$ cat src/rtl/ltct_pkg.sv
// Package for the three-color luma tint: payload types, register codes, defaults.
`default_nettype none
package ltct_pkg;

  localparam int unsigned ColorFracBits = 16;
  localparam int unsigned CfgIdxBits    = 2;
  localparam int unsigned CfgDataBits   = 3 * ColorFracBits;

  typedef enum logic [CfgIdxBits-1:0] {
    REG_BLACK = 2'd0,
    REG_GREY  = 2'd1,
    REG_WHITE = 2'd2,
    REG_POINT = 2'd3
  } reg_idx_e;

  localparam logic [47:0] BlackReset = 48'd75995151368192;
  localparam logic [47:0] GreyReset  = 48'd281470681776128;
  localparam logic [47:0] WhiteReset = 48'd281474976645120;
  localparam logic [15:0] PointReset = 16'd32768;

  typedef struct packed {
    logic [7:0] in_red;
    logic [7:0] in_green;
    logic [7:0] in_blue;
    logic [7:0] in_alpha;
  } pix_in_t;

  typedef struct packed {
    logic [7:0] out_red;
    logic [7:0] out_green;
    logic [7:0] out_blue;
    logic [7:0] out_alpha;
  } pix_out_t;

  typedef struct packed {
    logic [CfgIdxBits-1:0]  idx;
    logic [CfgDataBits-1:0] data;
  } cfg_beat_t;

endpackage
`default_nettype wire

$ cat src/rtl/ltct_regs.sv
// Configuration register file for the luma tint.
`default_nettype none
module ltct_regs #(
  parameter int unsigned ColorFracBits = ltct_pkg::ColorFracBits
) (
  input  logic                       clk_i,
  input  logic                       rst_ni,
  input  logic                       cfg_valid_i,
  input  ltct_pkg::cfg_beat_t        cfg_i,
  output logic [3*ColorFracBits-1:0] black_o,
  output logic [3*ColorFracBits-1:0] grey_o,
  output logic [3*ColorFracBits-1:0] white_o,
  output logic [15:0]                point_o
);
  import ltct_pkg::*;
  localparam int unsigned RegW = 3 * ColorFracBits;

  // Reset defaults are 16-bit fields; rescale each to the field width.
  function automatic logic [RegW-1:0] scale(input logic [47:0] v);
    logic [RegW-1:0] r;
    r = '0;
    for (int c = 0; c < 3; c++) begin
      if (ColorFracBits >= 16) begin
        r[c*ColorFracBits +: ColorFracBits] =
          ColorFracBits'({v[c*16 +: 16], {(ColorFracBits-15){1'b0}}} >> 1);
      end else begin
        r[c*ColorFracBits +: ColorFracBits] =
          ColorFracBits'(v[c*16 +: 16] >> (16 - ColorFracBits));
      end
    end
    return r;
  endfunction

  logic [RegW-1:0] black_q, grey_q, white_q;
  logic [15:0]     point_q;

  always_ff @(posedge clk_i or negedge rst_ni) begin
    if (!rst_ni) begin
      black_q <= scale(BlackReset);
      grey_q  <= scale(GreyReset);
      white_q <= scale(WhiteReset);
      point_q <= PointReset;
    end else if (cfg_valid_i) begin
      unique case (reg_idx_e'(cfg_i.idx))
        REG_BLACK: black_q <= cfg_i.data[RegW-1:0];
        REG_GREY:  grey_q  <= cfg_i.data[RegW-1:0];
        REG_WHITE: white_q <= cfg_i.data[RegW-1:0];
        REG_POINT: point_q <= cfg_i.data[15:0];
        default:   ;
      endcase
    end
  end

  assign black_o = black_q;
  assign grey_o  = grey_q;
  assign white_o = white_q;
  assign point_o = point_q;
endmodule
`default_nettype wire

$ cat config.mk
export PLATFORM = sky130hd
export DESIGN_NAME = ltct_regs
export DESIGN_NICKNAME = d
export VERILOG_FILES = /design/src/rtl/ltct_pkg.sv /design/src/rtl/ltct_regs.sv
export SDC_FILE = /design/constraint.sdc
export NUM_CORES = 1
export LEC_CHECK = 0
export BUFFER_PORTS_ARGS = -buffer_cell sky130_fd_sc_hd__buf_4
export CORE_MARGIN = 1
export CORE_UTILIZATION = 53
export CTS_CLUSTER_DIAMETER = 40
export CTS_CLUSTER_SIZE = 16
export DETAILED_ROUTE_END_ITERATION = 16
export PLACE_DENSITY = 0.84
export SLEW_MARGIN = 20
export SYNTH_ARGS = -nofsm -noshare
export SYNTH_HDL_FRONTEND = slang
export SYNTH_SLANG_ARGS = --single-unit
export TNS_END_PERCENT = 10
$ cat constraint.sdc
create_clock -name clk_i -period 1.6 [get_ports clk_i]
set_clock_uncertainty 0.2 [all_clocks]
set_input_delay 0.24 -clock clk_i [delete_from_list [all_inputs] [get_ports clk_i]]
set_output_delay 0.24 -clock clk_i [all_outputs]
set_load 0.01 [all_outputs]
# After elaboration in Yosys (flattened, before gate mapping)
# Cells that the tools add are included.
# Widths: inputs -> output; s select.
# word_totals
register_bits	160
in_bits	53
output_inout_bits	160
elab_cells	12
# op_classes
eq_ne	3
reduce_logical	5
# ops
op	count
$reduce_and 2->1	4
$eq 2x2->1 const B	2
$eq 2x1->1 const B	1
$logic_not 2->1	1

# Logic depth before layout (Yosys ltp)
# Gate-level depths: netlist of run 1.
# logic_depth
ltp_word	2
depth_mapped	4
mapped_depth_nobuf	2

# Least setup slack after synthesis of run 1
# OpenSTA, ideal clock, no wires.
# synth_path
path_kind	input-to-reg
startpoint	input port cfg_i[49] (netlist bit)
endpoint	register black_q[19] (netlist: black_o[19])
setup_time_ns	0.127
t_arrival_ns	1.085
required_ns	1.273
slack_ns	0.188
stages	4
n_path_buf	2
path_cell_list	nor3b_2 -> buf_4 -> buf_6 -> mux2_1
# synth_via
elab_chain_cells	2
# synth_lines
element	line	source
start, declared	ltct_regs.sv:9	input ltct_pkg::cfg_beat_t cfg_i,
$logic_not 2->1	ltct_regs.sv:44	unique case (reg_idx_e'(cfg_i.idx))
$reduce_and 2->1 (no line)	-	
end signal, assigned	ltct_regs.sv:39	black_q <= scale(BlackReset);
end signal, assigned	ltct_regs.sv:45	REG_BLACK: black_q <= cfg_i.data[RegW-1:0];
end, declared	ltct_regs.sv:34	logic [RegW-1:0] black_q, grey_q, white_q;
# No other way between the ends.
# A chain may end at the register's enable or synchronous reset.

# Worst setup path in the final report of run 1
# layout_path
startpoint	register black_q[34] (netlist: black_o[34])
endpoint	output port black_o[34]
# layout_lines
element	line	source
end, declared	ltct_regs.sv:10	output logic [3*ColorFracBits-1:0] black_o,
# No word-level cell between the ends.

==> impl_metrics.toml, run 1 <==
[power_and_ir_drop]
switching_share_pct = 25.2
switching_power_uw = 3240
power.density_mw_per_mm2 = 1420
p_leak_uw = 0.00417
p_seq_share_pct = 42.7
p_int_uw = 9600
power_frac_comb_pct = 22.5
ir_drop_mv = 1.19
clock_power_share_pct = 34.9

[synth]
netlist_area_mm2 = 0.00604
synthCells = 340
syn-num-nets = 393
ys_seq_area_share_pct = 67.5
ys_warn_count = 0
yosysUniqueCellTypes = 10
synth_seq_cells = 160
avgSynthCellArea_um2 = 17.8

[outcome]
run_status = "complete, no violations"

[final_layout]
num_antenna_cells = 0
layout_commonest_cell = "buf_4"
areaGrowthSynthToFinish_pct = 50.2
layout.nets = 670
layout_common_cells = "214 x buf_4, 102 x dfrtp_1, 100 x mux2_2"
layout-drive-gt1-share_pct = 66.2

[worst_setup_path]
cp.required_ns = 1.16
r2r-start = "black_o[37]"
slowest_delay_ns = 0.54
slowest_stage = "dfstp_2"
critPathMaxFanout = 2
worstSetupPathType = "reg2out"
crit_path_end_kind = "primary output"
crit_chain = "buf_4"
worstPathArrival_ns = 1.09
crit_family = "flip-flops"
worstPathBufferInverterCount = 1
critPathLaunch = "black_o[34]"
worstSetupStartpointType = "register"

[timing]
rsz0062_at_grt = "false"
finalHoldViolCount = 0
finalSetupViolations = 0
maxSlewHeadroom_pct = 68.4
period_share_pct = 95.4
layout_setup_ws_ns = 0.0728
fmax_mhz = 655
tns_ns = 0
tightest_slew_ns = 0.473
period_minus_slack_ns = 1.53
drv_slew = 0
whs_ns = 0.0913

[clocking]
cts_buffers = 17
root_buffer = "clkbuf_16"
cts.repair.resized = 0
cts_setup_buffers = 0
cts_tree = "built"
cts.path.max_buffers = 2
cts-htree-levels = 4
cts.sinks = 160
clk_pin_slew_ns = 0.06
clk_latency_ns = 0.42

[global_routing]
grt_overflow = 0
top_usage_layer = "met2"
grt_use_total_pct = 27.7
grt_start_max_net_pins = 37
met1_usage_pct = 30.9
grt_pass1_wl_um = 23700
use_met2_pct = 47.7
grt_pass1_vias = 4382
antenna_found_initial = 0
grt_use_met3_pct = 10.5

[drt]
viasPerCell = 5.20
drtIter0Drc = 154
drtPass1Iterations = 4
routed_wl_um = 15400
drc = 0
vias = 4003
antenna_left = 0
wire_per_inst_um = 19.9

[floorplanning]
coreArea_mm2 = 0.0110
placementRows = 38
die_y_um = 109
dieArea_mm2 = 0.0118
ios = 213
dieWidth_um = 109
start_util_pct = 55.0

[job]
cap_viol_max_count = 0

[placed_design]
preCtsSetupSlack_ns = -0.0353
dp_hpwl_um = 9970
port_buffers = 212
place_congestion = 0.791

[min_path]
hp-class = "in2async"
## cell type report
class	instances	area [um^2]
flip-flops and latches	160	4080
repair buffers	274	2310
fillers	536	1910
multi-input cells	164	1850
clock buffers	21	480
clock inverters	11	183
well taps	140	175
## sequential cells by signal (all words and copies together), names as in the netlist
signal	flops
point_o	16
black_o	48
white_o	48
grey_o	48
## worst paths after layout
path	endpoint	slack, ns	cells after the start
max	black_o[34]	0.07	1
max in group asynchronous	grey_o[34]	0.54	3
min	black_o[44]	0.09	2
max reg2reg	black_o[37]	0.57	1
min in group clk_i	black_o[19]	0.20	4
min reg2reg	black_o[24]	0.30	1
## cell families after synthesis
kind of cell           synth area share [%]
and+or+nand+nor                       0.622
muxes                                  29.9
DFF                                    67.5
buffers and inverters                  1.99
## synthesized netlist by cell type, drive strengths merged
library cell,number,share of area [%]
buf,16,2.0
nand3b,2,0.25
nand3,1,0.17
mux2,160,30
dfstp,58,25
dfrtp,102,42
nor3b,1,0.21
## stage by stage
stage | total power, uW | util (%) | cell area [um^2] | cells
2_1_floorplan | 6540 | - | 6040 | 340
3_3_place_gp | 8150 | 72.1 | 7920 | 689
3_5_place_dp | 8290 | 72.1 | 7920 | 689
4_1_cts | 12900 | 82.6 | 9070 | 770
5_1_grt | 13400 | 82.6 | 9070 | 770
6_report | 12800 | 82.6 | 9070 | 770
## power by group through the flow
stage                     Combinational (uW)  Sequential (uW)  Clock, uW
after floorplan                          718             5820          0
after global placement                  2690             5460          0
after detailed placement                2770             5520          0
after CTS                               2890             5470       4520
after global routing                    3080             5570       4700
final                                   2880             5480       4480
## per-layer routing
metal / vias to the layer above / share of wire [%]
li1: 1750 / -
met1: 2042 / 38
met2: 177 / 51
met3: 34 / 8.3
met4: 0 / 2.2
met5: - / 0
## timing repair
action                                 4_1_cts  5_1_grt
setup endpoints to repair                    0        0
hold buffers                                49        0
endpoints found under the hold margin      282        0
Power figures use the tool's default switching activity.
==> run 2: changes to the inputs <==
- BUFFER_PORTS_ARGS: -buffer_cell sky130_fd_sc_hd__buf_4 -> unset
- CELL_PAD_IN_SITES_DETAIL_PLACEMENT: unset -> 0
- CELL_PAD_IN_SITES_GLOBAL_PLACEMENT: unset -> 1
- CORE_UTILIZATION: 53 -> 54
- DONT_BUFFER_PORTS: unset -> 1
- PLACE_DENSITY: 0.84 -> unset
- PLACE_DENSITY_LB_ADDON: unset -> 0.1
==> impl_metrics.toml, run 2 (synthesis results as in run 1) <==
[clocking]
clk_latency_ns = 0.52
cts.path.max_buffers = 2
cts.repair.resized = 0
cts-htree-levels = 4
cts.sinks = 160
cts_setup_buffers = 0
cts_tree = "built"
clk_pin_slew_ns = 0.06
postCtsHoldBufs = 50
root_buffer = "clkbuf_8"
cts_buffers = 17

[timing]
fmax_mhz = 648
tns_ns = 0
rsz0062_at_grt = "false"
finalSetupViolations = 0
drv_slew = 0
tightest_slew_ns = 0.483
finalHoldViolCount = 160
layout_setup_ws_ns = 0.0560
period_minus_slack_ns = 1.54
period_share_pct = 96.5
maxSlewHeadroom_pct = 67.7
whs_ns = -0.794

[worst_setup_path]
worstSetupStartpointType = "register"
cp.required_ns = 1.16
worstSetupPathType = "reg2out"
critPathMaxFanout = 2
crit_path_end_kind = "primary output"
reg2regPathDepth = 1
worstPathArrival_ns = 1.10
path_depth = 0

[drt]
vias = 3089
drtIter0Drc = 98
drtPass1Iterations = 4
viasPerCell = 5.59
routed_wl_um = 12200
wire_per_inst_um = 22.1
antenna_left = 0
drc = 0

[placed_design]
place_congestion = 0.715
port_buffers = 0
preCtsSetupSlack_ns = 0.121
dp_hpwl_um = 7780

[outcome]
violations = "negative hold slack"
run_status = "finished, violations left"

[final_layout]
areaGrowthSynthToFinish_pct = 20.4
layout_commonest_cell = "dfrtp_1"
layout.nets = 452
fin_util_pct = 66.7
layout_common_cells = "102 x dfrtp_1, 100 x mux2_2, 60 x mux2_1"
layout-drive-gt1-share_pct = 47.3

[floorplanning]
start_util_pct = 55.4
die_y_um = 108
coreArea_mm2 = 0.0109
dieArea_mm2 = 0.0116
dieWidth_um = 108
ios = 213
placementRows = 38

[job]
cap_viol_max_count = 0

[global_routing]
grt_use_total_pct = 22.4
grt_start_max_net_pins = 161
grt_pass1_wl_um = 18900
antenna_found_initial = 1
grt_pass1_vias = 3379
grt_overflow = 0

[power_and_ir_drop]
ir_drop_mv = 0.890
p_leak_uw = 0.00304
power_uw = 10600
power.density_mw_per_mm2 = 1460

[min_path]
hp-class = "in2async"
run 2: path summary, 6_finish.rpt:
check / startpoint / endpoint / slack (ns)
max: black_o[15] / black_o[15] / 0.06
min: rst_ni / grey_o[24] / -0.79
max reg2reg: black_o[27] / black_o[27] / 0.54
min reg2reg: grey_o[29] / grey_o[29] / 0.36
max in group asynchronous: rst_ni / grey_o[46] / 1.69
min in group clk_i: cfg_valid_i / black_o[30] / 0.08
run 2: final cells by class:
cell class | count | area [um^2]
fillers | 808 | 3620
clock inverters | 5 | 25.0
well taps | 140 | 175
clock buffers | 27 | 522
flip-flops and latches | 160 | 4080
repair buffers | 56 | 621
multi-input cells | 164 | 1850
diodes | 1 | 2.50
run 2: per-stage QoR:
stage | hold slack [ns] | area [um^2] | instances
CTS | -0.820 | 7260 | 552
global route | -0.826 | 7270 | 553
floorplan | -0.256 | 6040 | 340
global placement | -0.252 | 6220 | 470
detailed placement | -0.253 | 6220 | 470
finish | -0.794 | 7270 | 553
run 2: where the power goes:
part | internal [uW] | leakage (uW) | total [uW] | switching, uW
registers | 5040 | 0.00182 | 5990 | 948
clock network | 2190 | 0.000278 | 3670 | 1490
logic | 632 | 0.000948 | 942 | 310
total | 7860 | 0.00304 | 10600 | 2740
run 2: per-layer routing:
layer / share of wire [%] / vias to the layer above / track usage [%]
met2: 49 / 143 / 35.2
met4: 1.8 / 0 / 10.3
met3: 12 / 20 / 11.7
met5: 0 / - / 0
li1: - / 1325 / -
met1: 37 / 1601 / 25.1
==> run 3: changes to the inputs <==
- CORE_UTILIZATION: 54 -> 46
- clock period: 1.6 -> 1.4 ns (I/O delays scaled with it)
==> impl_metrics.toml, run 3 (synthesis results as in run 1) <==
[clocking]
cts_tree = "built"
cts.path.max_buffers = 2
cts-htree-levels = 4
cts_buffers = 17
cts.sinks = 160
cts_setup_buffers = 0
postCtsHoldBufs = 51
root_buffer = "clkbuf_16"
cts.repair.resized = 0
clk_pin_slew_ns = 0.06
clk_latency_ns = 0.42

[drt]
antenna_left = 0
drtPass1Iterations = 4
viasPerCell = 5.26
routed_wl_um = 12400
dr.max_layer_used = "met4"
wire_per_inst_um = 21.2
wl_met2_um = 6040
vias = 3080
drtIter0Drc = 127
met3_length_um = 1410
met1_length_um = 4740
drc = 0

[min_path]
hp-class = "in2async"

[placed_design]
dpl_cell_area_mm2 = 0.00627
dp_hpwl_um = 7810
place_congestion = 0.703
port_buffers = 0
preCtsSetupSlack_ns = -0.0337

[timing]
rsz0062_at_grt = "true"
finalSetupViolations = 1
whs_ns = -0.706
maxSlewHeadroom_pct = 76.8
layout_setup_ws_ns = -0.0108
tightest_slew_ns = 0.347
period_share_pct = 101
fmax_mhz = 709
period_minus_slack_ns = 1.41
drv_slew = 0
finalHoldViolCount = 160

[final_layout]
areaGrowthSynthToFinish_pct = 22.7
num_antenna_cells = 0
layout-drive-gt1-share_pct = 47.1
fin_util_pct = 58.2
layout_commonest_cell = "dfrtp_1"
layout.nets = 455
final.fill_count = 1025
layout_common_cells = "102 x dfrtp_1, 100 x mux2_2, 60 x mux2_1"
design_area_mm2 = 0.00741

[job]
cap_viol_max_count = 0

[global_routing]
grt_pass1_wl_um = 18500
antenna_found_initial = 0
grt_use_total_pct = 18.7
grt_start_max_net_pins = 161
grt_pass1_vias = 3199
grt_overflow = 0

[worst_setup_path]
r2r-end = "black_o[22]"
worstPathArrival_ns = 1.00
r2r_slack_ns = 0.33
cp.required_ns = 0.99
r2r-start = "black_o[22]"
worstSetupPathType = "reg2out"
reg2regPathDepth = 1
crit_path_end_kind = "primary output"
worstSetupStartpointType = "register"
critPathMaxFanout = 2

[power_and_ir_drop]
switching_share_pct = 24.6
power_uw = 12800
power_frac_comb_pct = 8.4
p_leak_uw = 0.00308
clock_power_share_pct = 38.1
power.density_mw_per_mm2 = 1730
switching_power_uw = 3150
p_int_uw = 9650
ir_drop_mv = 0.784
p_seq_share_pct = 53.5

[outcome]
run_status = "finished, violations left"
violations = "negative hold slack, negative setup slack"

[floorplanning]
dieArea_mm2 = 0.0136
coreArea_mm2 = 0.0127
die_y_um = 117
dieWidth_um = 117
placementRows = 41
start_util_pct = 47.4
ios = 213
==> run 3: cell types whose count changed in the layout (fill, tap and decap cells not counted) <==
cell	delta
bufinv_16	+4
clkbuf_8	-4
clkinv_2	-3
buf_4	+2
clkbuf_1	+1
clkbuf_16	+1
diode_2	-1
dlygate4sd3_1	+1
==> run 3: metal layers <==
layer  vias up  track usage [%]
met4         0             9.11
met1      1592             22.0
met3        20             8.61
li1       1324                -
met5         -                0
met2       144             29.3
==> run 3: how the worst max path moves through the flow <==
| stage | endpoint | slack [ns] | startpoint | cells past startpoint |
|---|---|---|---|---|
| floorplan | black_o[19] | 0.02 | cfg_i[49] | 4 |
| global placement | black_o[47] | -0.009 | cfg_i[49] | 3 |
| detailed placement | black_o[43] | -0.03 | cfg_i[49] | 3 |
| CTS | white_o[22] | -0.03 | white_o[22] | 0 |
| global route | white_o[22] | -0.04 | white_o[22] | 0 |
| finish | white_o[22] | -0.01 | white_o[22] | 0 |
==> run 3: area by class of cell <==
class / instances / area (um^2) / area share (%)
clock inverters: 6 / 130 / 1.76
flip-flops and latches: 160 / 4080 / 55.0
well taps: 172 / 215 / 2.90
multi-input cells: 164 / 1850 / 24.9
repair buffers: 59 / 646 / 8.71
clock buffers: 25 / 495 / 6.69
==> run 3: timing repair <==
item / 4_1_cts / 5_1_grt
endpoints found under the hold margin: 320 / 160
gates cloned: 0 / 0
endpoints found under the setup margin: 52 / 58
pin swaps: 0 / 0
==> run 3: power by group through the flow <==
stage	registers [uW]	logic, uW	clock network, uW
after detailed placement	6930	940	0
final	6850	1080	4870
after global placement	6930	884	0
after global routing	6970	1180	5210
after floorplan	6660	820	0
after CTS	6860	1100	4990
==> run 3: per-stage QoR <==
step / cells / TNS, ns / hold WS (ns)
after floorplan: 340 / 0 / -0.286
after global placement: 504 / -0.0600 / -0.282
after detailed placement: 504 / -0.620 / -0.281
after CTS: 586 / -0.439 / -0.736
after global routing: 586 / -1.10 / -0.738
final: 586 / -0.0108 / -0.706
